### config.mk
export PLATFORM = sky130hd
export DESIGN_NAME = stack_machine_execute_unit
export DESIGN_NICKNAME = d
export VERILOG_FILES = /design/src/hw/rtl/sme_pkg.sv /design/src/hw/rtl/stack_machine_execute_unit.sv /design/src/hw/rtl/sme_cell.sv /design/src/hw/rtl/sme_exec.sv /design/src/hw/rtl/sme_outbuf.sv
export SDC_FILE = /design/constraint.sdc
export NUM_CORES = 2
export LEC_CHECK = 0
export BUFFER_PORTS_ARGS = -buffer_cell sky130_fd_sc_hd__buf_2
export CAP_MARGIN = 5
export CELL_PAD_IN_SITES_DETAIL_PLACEMENT = 1
export CELL_PAD_IN_SITES_GLOBAL_PLACEMENT = 2
export CORE_MARGIN = 3
export CORE_UTILIZATION = 42
export CTS_CLUSTER_SIZE = 24
export DETAILED_ROUTE_END_ITERATION = 8
export PLACE_DENSITY = 0.89
export SKIP_LAST_GASP = 1
export SYNTH_ARGS = -nofsm -noshare
export SYNTH_HDL_FRONTEND = slang
export SYNTH_HIERARCHICAL = 1
export SYNTH_SLANG_ARGS = --single-unit
### constraint.sdc
create_clock -name clock -period 6.1 [get_ports clock]
set_clock_uncertainty 0.15 [all_clocks]
set_input_delay 1.525 -clock clock [delete_from_list [all_inputs] [get_ports clock]]
set_output_delay 1.525 -clock clock [all_outputs]
set_load 0.01 [all_outputs]
### src/hw/rtl/sme_pkg.sv
// Shared types and codes for the stack machine execute unit.
package sme_pkg;

   typedef enum logic [3:0] {
      CMD_NOP    = 4'd0,
      CMD_PUSH   = 4'd1,
      CMD_CALL   = 4'd2,
      CMD_POP    = 4'd3,
      CMD_ADD    = 4'd4,
      CMD_BRANCH = 4'd5,
      CMD_JUMP   = 4'd6,
      CMD_RETURN = 4'd7,
      CMD_PRINT  = 4'd8,
      CMD_DUP    = 4'd9,
      CMD_SHOW   = 4'd10,
      CMD_SLEEP  = 4'd11
   } cmd_type;

   typedef enum logic [2:0] {
      ERR_OK    = 3'd0,
      ERR_UNDER = 3'd1,
      ERR_OVER  = 3'd2,
      ERR_BADOP = 3'd3,
      ERR_RANGE = 3'd4
   } err_type;

   localparam int LEN_WIDTH = 13;
   localparam logic [LEN_WIDTH-1:0] LEN_RESET = 13'd4096;

   typedef enum logic [1:0] {
      SH_HOLD = 2'd0,
      SH_DOWN = 2'd1,
      SH_UP   = 2'd2
   } shift_op_type;

   typedef struct packed {
      shift_op_type top_op;
      shift_op_type rest_op;
   } shift_ctrl_type;

   typedef struct packed {
      logic        [3:0]  command;
      logic signed [31:0] operand;
   } req_type;

   typedef struct packed {
      logic        [11:0] next_pc;
      logic signed [31:0] top_value;
      logic        [4:0]  stack_depth;
      logic               halted;
      logic        [2:0]  error_code;
   } rsp_type;

endpackage

### src/hw/rtl/stack_machine_execute_unit.sv
// Top level of the stack machine execute unit.
//
//  channel  direction  handshake      payload
//  req_     in         valid / stall  req_type (command, operand)
//  rsp_     out        valid / stall  rsp_type (next_pc .. error_code)
//  csr_     in         valid / ready  program_length, 13 bits
//
//  One instruction per cycle while req_stall is low; its result is registered.
//  The stack is a row of shift cells, top entry in cell 0.
//  Reset is synchronous: empty stack of zeros, pc 0, program length 4096.
//  A stalled result parks in a skid slot; req_stall rises only while that slot is full.
//  csr_ready is always high.
module stack_machine_execute_unit
   import sme_pkg::*;
#(
   parameter int STACK_DEPTH = 16,
   parameter int PC_WIDTH    = 12,
   parameter int DATA_WIDTH  = 32
) (
   input  logic                 clock,
   input  logic                 reset,
   input  logic                 req_valid,
   output logic                 req_stall,
   input  req_type              req_data,
   output logic                 rsp_valid,
   input  logic                 rsp_stall,
   output rsp_type              rsp_data,
   input  logic                 csr_valid,
   output logic                 csr_ready,
   input  logic [LEN_WIDTH-1:0] csr_data
);

   logic                  accept;
   logic                  busy;
   shift_ctrl_type        shift;
   logic [DATA_WIDTH-1:0] new_top;
   rsp_type               result;
   logic [DATA_WIDTH-1:0] cell_value [STACK_DEPTH];

   assign csr_ready = 1'b1;
   assign req_stall = busy;
   assign accept    = req_valid && !busy;

   sme_exec #(
      .STACK_DEPTH (STACK_DEPTH),
      .PC_WIDTH    (PC_WIDTH),
      .DATA_WIDTH  (DATA_WIDTH)
   ) u_exec (
      .clock     (clock),
      .reset     (reset),
      .cfg_write (csr_valid && csr_ready),
      .cfg_data  (csr_data),
      .accept    (accept),
      .req       (req_data),
      .top0      (cell_value[0]),
      .top1      (cell_value[1]),
      .shift     (shift),
      .new_top   (new_top),
      .result    (result)
   );

   for (genvar i = 0; i < STACK_DEPTH; i++) begin : g_cell
      logic [DATA_WIDTH-1:0] upper;
      logic [DATA_WIDTH-1:0] lower;
      shift_op_type          op;

      if (i == 0) begin : g_top
         assign upper = new_top;
         assign op    = shift.top_op;
      end else begin : g_body
         assign upper = cell_value[i-1];
         assign op    = shift.rest_op;
      end

      if (i == STACK_DEPTH - 1) begin : g_last
         assign lower = '0;
      end else begin : g_inner
         assign lower = cell_value[i+1];
      end

      sme_cell #(
         .DATA_WIDTH (DATA_WIDTH)
      ) u_cell (
         .clock (clock),
         .reset (reset),
         .op    (op),
         .upper (upper),
         .lower (lower),
         .value (cell_value[i])
      );
   end

   sme_outbuf u_outbuf (
      .clock     (clock),
      .reset     (reset),
      .in_valid  (accept),
      .in_data   (result),
      .busy      (busy),
      .rsp_valid (rsp_valid),
      .rsp_stall (rsp_stall),
      .rsp_data  (rsp_data)
   );

endmodule

### src/hw/rtl/sme_cell.sv
// One stack entry; shifts toward or away from the top with its neighbors.
module sme_cell
   import sme_pkg::*;
#(
   parameter int DATA_WIDTH = 32
) (
   input  logic                  clock,
   input  logic                  reset,
   input  shift_op_type          op,
   input  logic [DATA_WIDTH-1:0] upper,
   input  logic [DATA_WIDTH-1:0] lower,
   output logic [DATA_WIDTH-1:0] value
);

   logic [DATA_WIDTH-1:0] value_ff;
   logic [DATA_WIDTH-1:0] value_in;

   always_comb begin
      case (op)
         SH_HOLD: value_in = value_ff;
         SH_DOWN: value_in = upper;
         SH_UP:   value_in = lower;
         default: value_in = value_ff;
      endcase
   end

   always_ff @(posedge clock) begin
      if (reset) begin
         value_ff <= '0;
      end else begin
         value_ff <= value_in;
      end
   end

   assign value = value_ff;

endmodule

### src/hw/rtl/sme_exec.sv
// Instruction decode, pc and depth tracking, and stack shift control.
module sme_exec
   import sme_pkg::*;
#(
   parameter int STACK_DEPTH = 16,
   parameter int PC_WIDTH    = 12,
   parameter int DATA_WIDTH  = 32
) (
   input  logic                  clock,
   input  logic                  reset,
   input  logic                  cfg_write,
   input  logic [LEN_WIDTH-1:0]  cfg_data,
   input  logic                  accept,
   input  req_type               req,
   input  logic [DATA_WIDTH-1:0] top0,
   input  logic [DATA_WIDTH-1:0] top1,
   output shift_ctrl_type        shift,
   output logic [DATA_WIDTH-1:0] new_top,
   output rsp_type               result
);

   localparam int DEPTH_W = $clog2(STACK_DEPTH + 1);
   localparam logic [63:0] PC_LIM = 64'(1) << PC_WIDTH;

   logic [LEN_WIDTH-1:0] len_ff;
   logic [PC_WIDTH:0]    pc_ff;
   logic [PC_WIDTH:0]    pc_in;
   logic [DEPTH_W-1:0]   depth_ff;
   logic [DEPTH_W-1:0]   depth_in;

   logic [63:0]           len64;
   logic [PC_WIDTH:0]     len_eff;
   logic                  halted_now;
   logic [PC_WIDTH:0]     pc_plus;
   logic [PC_WIDTH:0]     target_pc;
   logic [PC_WIDTH:0]     return_pc;
   logic                  tgt_ok;
   logic                  ret_ok;
   logic                  empty;
   logic                  full;
   logic                  one_entry;
   logic [63:0]           push_ext;
   logic [63:0]           call_ext;
   logic [DATA_WIDTH-1:0] sum;
   logic [DATA_WIDTH-1:0] top_next;
   err_type               err;
   shift_ctrl_type        shift_raw;
   logic [63:0]           top_ext;
   logic [63:0]           top_next_ext;
   logic [63:0]           depth_ext;
   logic [63:0]           pc_ext;

   assign len64     = (64'(len_ff) < PC_LIM) ? 64'(len_ff) : PC_LIM;
   assign len_eff   = len64[PC_WIDTH:0];
   assign halted_now = pc_ff >= len_eff;
   assign pc_plus   = pc_ff + (PC_WIDTH+1)'(1);
   assign target_pc = {1'b0, req.operand[PC_WIDTH-1:0]};
   assign return_pc = top_ext[PC_WIDTH:0];
   assign tgt_ok    = !req.operand[31] && ({32'b0, req.operand} < len64);
   assign ret_ok    = top_ext <= len64;
   assign empty     = depth_ff == '0;
   assign one_entry = depth_ff == DEPTH_W'(1);
   assign full      = depth_ff >= DEPTH_W'(STACK_DEPTH);
   assign push_ext  = {{32{req.operand[31]}}, req.operand};
   assign call_ext  = 64'(pc_plus);
   assign sum       = top0 + top1;
   assign top_ext   = 64'(top0);

   always_comb begin
      err               = ERR_OK;
      pc_in             = pc_ff;
      depth_in          = depth_ff;
      shift_raw.top_op  = SH_HOLD;
      shift_raw.rest_op = SH_HOLD;
      new_top           = top0;
      if (!halted_now) begin
         case (cmd_type'(req.command))
            CMD_NOP, CMD_PRINT, CMD_SHOW, CMD_SLEEP: begin
               pc_in = pc_plus;
            end
            CMD_PUSH: begin
               if (full) begin
                  err = ERR_OVER;
               end else begin
                  new_top           = push_ext[DATA_WIDTH-1:0];
                  shift_raw.top_op  = SH_DOWN;
                  shift_raw.rest_op = SH_DOWN;
                  depth_in          = depth_ff + DEPTH_W'(1);
                  pc_in             = pc_plus;
               end
            end
            CMD_CALL: begin
               if (full) begin
                  err = ERR_OVER;
               end else if (!tgt_ok) begin
                  err = ERR_RANGE;
               end else begin
                  new_top           = call_ext[DATA_WIDTH-1:0];
                  shift_raw.top_op  = SH_DOWN;
                  shift_raw.rest_op = SH_DOWN;
                  depth_in          = depth_ff + DEPTH_W'(1);
                  pc_in             = target_pc;
               end
            end
            CMD_POP: begin
               if (empty) begin
                  err = ERR_UNDER;
               end else begin
                  shift_raw.top_op  = SH_UP;
                  shift_raw.rest_op = SH_UP;
                  depth_in          = depth_ff - DEPTH_W'(1);
                  pc_in             = pc_plus;
               end
            end
            CMD_ADD: begin
               if (empty || one_entry) begin
                  err = ERR_UNDER;
               end else begin
                  // sum lands in the top cell, the rest move up one
                  new_top           = sum;
                  shift_raw.top_op  = SH_DOWN;
                  shift_raw.rest_op = SH_UP;
                  depth_in          = depth_ff - DEPTH_W'(1);
                  pc_in             = pc_plus;
               end
            end
            CMD_BRANCH: begin
               if (empty) begin
                  err = ERR_UNDER;
               end else if (top0 == '0) begin
                  pc_in = pc_plus;
               end else if (!tgt_ok) begin
                  err = ERR_RANGE;
               end else begin
                  pc_in = target_pc;
               end
            end
            CMD_JUMP: begin
               if (!tgt_ok) begin
                  err = ERR_RANGE;
               end else begin
                  pc_in = target_pc;
               end
            end
            CMD_RETURN: begin
               if (empty) begin
                  err = ERR_UNDER;
               end else if (!ret_ok) begin
                  err = ERR_RANGE;
               end else begin
                  shift_raw.top_op  = SH_UP;
                  shift_raw.rest_op = SH_UP;
                  depth_in          = depth_ff - DEPTH_W'(1);
                  pc_in             = return_pc;
               end
            end
            CMD_DUP: begin
               if (empty) begin
                  err = ERR_UNDER;
               end else if (full) begin
                  err = ERR_OVER;
               end else begin
                  new_top           = top0;
                  shift_raw.top_op  = SH_DOWN;
                  shift_raw.rest_op = SH_DOWN;
                  depth_in          = depth_ff + DEPTH_W'(1);
                  pc_in             = pc_plus;
               end
            end
            default: begin
               err = ERR_BADOP;
            end
         endcase
      end
   end

   // drop the shift unless the instruction transfer really happens
   always_comb begin
      shift = shift_raw;
      if (!accept) begin
         shift.top_op  = SH_HOLD;
         shift.rest_op = SH_HOLD;
      end
   end

   always_comb begin
      case (shift_raw.top_op)
         SH_DOWN: top_next = new_top;
         SH_UP:   top_next = top1;
         default: top_next = top0;
      endcase
   end

   assign depth_ext    = 64'(depth_in);
   assign pc_ext       = 64'(pc_in[PC_WIDTH-1:0]);
   assign top_next_ext = 64'(top_next);

   always_comb begin
      result.next_pc     = pc_ext[11:0];
      result.top_value   = top_next_ext[31:0];
      result.stack_depth = depth_ext[4:0];
      result.halted      = pc_in >= len_eff;
      result.error_code  = err;
   end

   always_ff @(posedge clock) begin
      if (reset) begin
         len_ff   <= LEN_RESET;
         pc_ff    <= '0;
         depth_ff <= '0;
      end else begin
         if (cfg_write) begin
            len_ff <= cfg_data;
         end
         if (accept) begin
            pc_ff    <= pc_in;
            depth_ff <= depth_in;
         end
      end
   end

`ifndef SYNTHESIS
   a_depth_bound: assert property (@(posedge clock) disable iff (reset)
      64'(depth_ff) <= 64'(STACK_DEPTH))
      else $error("stack depth beyond capacity");

   a_pc_bound: assert property (@(posedge clock) disable iff (reset)
      64'(pc_ff) <= PC_LIM)
      else $error("pc beyond halt value");

   a_fault_holds: assert property (@(posedge clock) disable iff (reset)
      accept && err != ERR_OK |=> $stable(depth_ff) && $stable(pc_ff))
      else $error("faulting instruction changed state");

   a_halt_holds: assert property (@(posedge clock) disable iff (reset)
      accept && halted_now && !cfg_write |=> $stable(pc_ff) && $stable(depth_ff))
      else $error("halted machine changed state");
`endif

endmodule

### src/hw/rtl/sme_outbuf.sv
// Result register with a skid stage so input and output sides decouple.
module sme_outbuf
   import sme_pkg::*;
(
   input  logic    clock,
   input  logic    reset,
   input  logic    in_valid,
   input  rsp_type in_data,
   output logic    busy,
   output logic    rsp_valid,
   input  logic    rsp_stall,
   output rsp_type rsp_data
);

   logic    out_valid_ff;
   logic    out_valid_in;
   rsp_type out_data_ff;
   rsp_type out_data_in;
   logic    skid_valid_ff;
   logic    skid_valid_in;
   rsp_type skid_data_ff;
   rsp_type skid_data_in;
   logic    out_take;

   assign out_take = out_valid_ff && !rsp_stall;

   always_comb begin
      out_valid_in  = out_valid_ff;
      out_data_in   = out_data_ff;
      skid_valid_in = skid_valid_ff;
      skid_data_in  = skid_data_ff;
      if (!out_valid_ff || out_take) begin
         if (skid_valid_ff) begin
            out_valid_in  = 1'b1;
            out_data_in   = skid_data_ff;
            skid_valid_in = 1'b0;
         end else begin
            out_valid_in = in_valid;
            out_data_in  = in_data;
         end
      end
      // output still held: park the new result in the skid slot
      if (in_valid && out_valid_ff && !out_take) begin
         skid_valid_in = 1'b1;
         skid_data_in  = in_data;
      end
   end

   always_ff @(posedge clock) begin
      if (reset) begin
         out_valid_ff  <= 1'b0;
         skid_valid_ff <= 1'b0;
      end else begin
         out_valid_ff  <= out_valid_in;
         skid_valid_ff <= skid_valid_in;
      end
   end

   always_ff @(posedge clock) begin
      out_data_ff  <= out_data_in;
      skid_data_ff <= skid_data_in;
   end

   assign busy      = skid_valid_ff;
   assign rsp_valid = out_valid_ff;
   assign rsp_data  = out_data_ff;

endmodule
Yosys cells after proc, flatten, opt, wreduce, memory -nomap -nowiden
Index checks and enable logic that the tools add are counted.
{"block": "word_totals", "regBits": 651, "out_inout_bits": 56, "wordCells": 151}
{"block": "classes", "n_lt_le_gt_ge": 6, "n_mux": 73, "reduce_logical": 19, "addsub": 4, "n_eq_ne": 18}
{"cell": "case mux 32 bit (2 select lines)", "n": 17}
{"cell": "two-way mux 32 bit", "n": 5}
{"cell": "two-way mux 13 bit", "n": 12}
{"cell": "case mux 13 bit (9 select lines)", "n": 1}
{"cell": "case mux 32 bit (3 select lines)", "n": 1}
{"cell": "<= comparator 32 x 64 -> 1 bit", "n": 1}
{"cell": "< comparator 32 x 64 -> 1 bit", "n": 1}
{"cell": "two-way mux 53 bit", "n": 1}
{"cell": "two-way mux 5 bit", "n": 9}
{"cell": "adder 32 bit", "n": 1}
{"cell": "zero test 32 bit", "n": 1}
{"cell": "two-way mux 3 bit", "n": 10}
{"cell": "case mux 5 bit (6 select lines)", "n": 1}
{"cell": "two-way mux 4 bit", "n": 7}
{"cell": "case mux 3 bit (9 select lines)", "n": 1}
{"cell": "greater-or-equal comparator 13 bit", "n": 2}
{"cell": "case mux 4 bit (6 select lines)", "n": 1}
{"cell": "equality test 4 x 3 -> 1 bit, second input constant", "n": 4}
{"cell": "equality test 4 bit, second input constant", "n": 4}
{"cell": "adder 13 x 1 -> 13 bit, second input constant", "n": 1}
{"cell": "< comparator 13 bit, second input constant", "n": 1}
{"cell": "equality test 4 x 2 -> 1 bit, second input constant", "n": 2}
{"cell": "equality test 2 x 1 -> 1 bit, second input constant", "n": 3}
{"cell": "equality test 2 bit, second input constant", "n": 3}
{"cell": "other kinds (14)", "n": 30}

Depth between registers and ports, before layout
{"block": "logic_depth", "depth_word": 11, "depth_mapped": 25, "ltp_nobuf": 23}

By module
Netlist, hierarchy kept.
{"module": "sme_cell", "seq_area_each_um2": 640.6, "cells_per_inst": 144, "area_each_um2": 1526.5, "n_inst": 16}
{"module": "sme_exec", "seq_area_each_um2": 620.6, "cells_per_inst": 1249, "area_each_um2": 8349.3, "n_inst": 1}
{"module": "sme_outbuf", "seq_area_each_um2": 3223.1, "cells_per_inst": 172, "area_each_um2": 4139.0, "n_inst": 1}
{"module": "stack_machine_execute_unit", "seq_area_each_um2": 0.0, "cells_per_inst": 4, "area_each_um2": 28.8, "n_inst": 1}

Worst setup path after synthesis
OpenSTA, ideal clock, no wires.
{"block": "synth_path", "kind": "input -> register", "start": "input port req_data[11] in the netlist's numbering", "end": "register u_outbuf.out_data_ff (netlist bit u_outbuf/rsp_data[3]), data pin", "n_path_buf": 0, "arrival_ns": 5.137, "setup_slack_ns": 0.553, "setup_time_ns": 0.260, "path_stages": 21, "cell_sequence": "ha_1 > a21oi_1 > o21ai_0 > a211o_1 > a21o_1 > or4_1 > o311ai_0 > nand3_1 > a221oi_1 > a21oi_1 > ha_1 > nor2b_1 > o21ai_0 > nand2b_1 > a21oi_1 > o21ai_0 > nand3_1 > a21boi_0 > o31ai_1 > a21oi_1 > mux2_4"}
{"element": "from (decl)", "line_no": "stack_machine_execute_unit.sv:24", "rtl": "input req_type req_data,"}
{"element": "to (signal assigned)", "line_no": "sme_outbuf.sv:60", "rtl": "out_data_ff <= out_data_in;"}
{"element": "to (decl)", "line_no": "sme_outbuf.sv:17", "rtl": "rsp_type out_data_ff;"}

==> flow_summary.json <==
{
  "clockRootBuffer": "clkbuf_16",
  "numPortBuffers": 108,
  "drc": 0,
  "grt_pass1_wl_um": 184000,
  "crit_type": "flip-flop to flip-flop",
  "clockBufferDepth": 3,
  "viasPerCell": 5.94,
  "cp-start-kind": "flip-flop",
  "place_ws_ps": 11.3,
  "status": "complete, no violations",
  "utilization_pct": 46.7,
  "synth_xor_area_share_pct": 0.925,
  "grt_usage_pct": 25.0,
  "numCtsBuffers": 76,
  "setup_violations": 0,
  "ys_seq_area_share_pct": 38.2,
  "r2r_end": "u_outbuf/rsp_data[3]$_DFFE_PP_",
  "place_area_um2": 38100,
  "htree_num_levels": 3,
  "design_area_um2": 40600,
  "fin_nets": 3941,
  "arrival_ps": 5960,
  "antenna_found_initial": 1,
  "setup_slack_ps": 389,
  "synthMuxAreaShare_pct": 16.6,
  "rrSetupSlack_ps": 390,
  "wl_per_cell_um": 23.2,
  "num-fill-cells": 9823,
  "sw_frac_of_total_pct": 24.8,
  "worstHoldPathType": "flip-flop to flip-flop",
  "yosys.area_share.adder_pct": 3.58,
  "reg2reg_from": "u_exec/len_ff[12]$_SDFFE_PP1P_",
  "cp_max_fo": 16,
  "die-area_um2": 91500,
  "cp_data_required_time_ps": 6350,
  "cts_hold_buf": 0,
  "ys_warn_count": 6,
  "hpwl_um": 84700,
  "power_density_nw_per_um2": 242,
  "power.share.clock_pct": 46.6,
  "fin_crit_sh_pct": 93.6,
  "finalHoldViolations": 0,
  "maxCapViolations": 0,
  "worstSetupEndpointType": "flip-flop",
  "drt_pass1_iterations": 6,
  "die_h_um": 303,
  "reg2regPathDepth": 22,
  "grt_pass1_vias": 30400,
  "max_freq_ghz": 0.175,
  "syn_avg_cell_area_um2": 9.91,
  "clk_pin_slew_ps": 60,
  "synth-simple-area-share_pct": 14.5,
  "seq_area_um2": 14100,
  "whs_endpoint": "u_exec/len_ff[7]$_SDFFE_PP0P_",
  "syn2layout_area_growth_pct": 9.91,
  "ys.flop_type": "dfxtp_1",
  "synth_seq_cells": 651,
  "fp.dieW_um": 303,
  "synth_area_um2": 36900,
  "fin_crit_ps": 5710,
  "core_area_um2": 87000,
  "drt-total-wl_um": 116000,
  "grt_setup_unrepaired": "no",
  "power.internal_mw": 7.38,
  "post-cts-setup-buffer-count": 0,
  "irDropWorstVdd_uv": 229,
  "num_rows": 108,
  "syn_inst": 3729,
  "maxSlewViolCount": 0,
  "cts_resized": 0,
  "clock_latency_ps": 650,
  "grt_max_degree": 219,
  "p_leak_nw": 12.9,
  "synth_compound_area_share_pct": 19.6,
  "synth_edf_count": 106,
  "synthArstFlopShare_pct": 0,
  "min_from": "u_exec/len_ff[7]$_SDFFE_PP0P_",
  "p_sw_mw": 2.44,
  "multi_input_area_um2": 20600,
  "initial_utilization_pct": 42.4,
  "finalWeightedCongestion": 0.960,
  "antenna_left": 0,
  "cts_tree": "yes",
  "drive_gt1_share_pct": 12.0,
  "ios": 110,
  "holdPathStages": 2,
  "synth_top_family_by_area": "compound AO/OA/AOI/OAI gates",
  "fin_setup_tns_ps": 0,
  "cts_num_sinks": 651,
  "seqPwrFrac_pct": 46.1,
  "pwr-share-comb_pct": 7.3,
  "drtIter0Drc": 2207,
  "gr-total-overflow": 0,
  "relSlewSlack_pct": 27.9,
  "yosysUniqueCellTypes": 89,
  "vias": 29700,
  "worst_pin_slew_ps": 1070,
  "diodes": 0
}
## flip-flops by register name, summed over array words and instances (netlist names)
register               count
u_outbuf/rsp_valid         1
g_cell.u_cell/value      512
u_outbuf/rsp_data         53
u_exec/pc_ff              13
u_exec/depth_ff            5
u_outbuf/skid_data_ff     53
u_outbuf/busy              1
u_exec/len_ff             13
## cells in the mapped netlist, drive strengths merged, types with 15 or more instances
cell / count / area [um2]
a222oi: 16 / 160
a31oi: 19 / 119
o22ai: 15 / 93.8
buf: 103 / 1450
nand2: 140 / 526
nor3: 41 / 220
a21o: 32 / 240
xor2: 15 / 131
nand3: 42 / 210
mux2i: 530 / 5310
ha: 104 / 1300
nor2b: 526 / 3300
a22o: 18 / 158
mux2: 55 / 803
clkbuf: 204 / 767
a211oi: 527 / 3960
o21a: 16 / 120
a21oi: 103 / 531
nor2: 110 / 413
inv: 65 / 244
edfxtp: 106 / 3180
o21ai: 128 / 641
a22oi: 28 / 210
xnor2: 24 / 210
dfxtp: 545 / 10900
## power by group through the flow
stage          clock, mW  sequential, mW  combinational, mW
6_report            4.57            4.52              0.720
5_1_grt             4.86            4.53              0.781
4_1_cts             4.68            4.52              0.710
3_5_place_dp           0            4.62              0.705
3_3_place_gp           0            4.61              0.695
2_1_floorplan          0            4.60              0.430
## how the worst max path moves through the flow
stage / startpoint / endpoint / slack [ps] / cells after the start
2_1_floorplan: req_data[11] / u_outbuf/rsp_data[3]$_DFFE_PP_ / 550 / 21
3_3_place_gp: req_data[12] / u_outbuf/rsp_data[3]$_DFFE_PP_ / 10 / 20
3_5_place_dp: req_data[7] / u_outbuf/rsp_data[3]$_DFFE_PP_ / 10 / 22
4_1_cts: u_exec/len_ff[12]$_SDFFE_PP1P_ / u_outbuf/rsp_data[3]$_DFFE_PP_ / 240 / 22
5_1_grt: u_exec/len_ff[12]$_SDFFE_PP1P_ / u_outbuf/rsp_data[3]$_DFFE_PP_ / 70 / 23
6_report: u_exec/len_ff[12]$_SDFFE_PP1P_ / u_outbuf/rsp_data[3]$_DFFE_PP_ / 390 / 22
## logic make-up (layout without fill, tap and decap cells)
kind of cell,after synthesis,count (layout)
compound gates,1013,1013
xor+xnor,39,39
fa+ha+maj,105,105
buf+inv,374,453
flops,651,651
mux,586,586
other cells,2,33
simple gates,959,959
## cell usage in the layout, fill, tap and decap left out, drive strengths merged, types with 8 or more instances in the layout
cell and instances:
nand3 42, nor3 41, a222oi 16, dfxtp 545
o22ai 15, a31oi 19, a21o 32, edfxtp 106
a21oi 103, and3 14, nor4 13, clkbuf 113
a211oi 527, or3 13, a221oi 12, mux2i 530
mux2 55, nand2b 11, conb 33, nor2b 526
nand2 140, xnor2 24, a22oi 28, buf 251
xor2 15, clkinv 17, o221a 9, o211ai 10
ha 104, nor2 110, a22o 18, o221ai 8
o21a 16, o21ai 128, inv 67, nand4 14
## worst max-delay path, cell delays in order (launching register included)
cell        delay (ps)
dfxtp_1            400
clkinvlp_4         360
nand2_1            410
ha_1               310
a211oi_1           240
o21ai_0            160
or3_1              450
a21oi_1            320
a21o_1             390
nand3_1            120
a221oi_1           380
a21oi_1            120
ha_1               320
nor2b_1            130
o21ai_0            140
nand2b_1            70
a21oi_1            140
o21ai_0             90
nand3_1             80
a21boi_0            80
o31ai_1            210
a21oi_1            110
mux2_4             280
## per-layer routing
metal  GRT usage, %  part of all wire [%]  wire length, um  vias to the layer above
met4           8.16                   3.3             3820                        0
met3           4.87                   6.0             6900                      206
met2           39.4                    44            51300                      766
met1           34.3                    46            53800                    14700
met5              0                     0                0                        -
li1               -                     -                -                    14000
## final cells by class
class / count / share of cell area (%)
Clock buffer: 113 / 5.40
Multi-Input combinational cell: 2735 / 50.6
Sequential cell: 651 / 34.7
Inverter: 67 / 0.629
Timing Repair Buffer: 251 / 4.34
Clock inverter: 22 / 0.706
Tap cell: 1155 / 3.56
## per-stage QoR
step | hold WS [ps] | total power [mW] | cells
finish | 343 | 9.81 | 4994
detailed placement | 334 | 5.32 | 4859
global route | 376 | 10.2 | 4994
global placement | 322 | 5.31 | 4859
CTS | 347 | 9.91 | 4994
floorplan | 311 | 5.03 | 3760
Power figures use the tool's default switching activity.
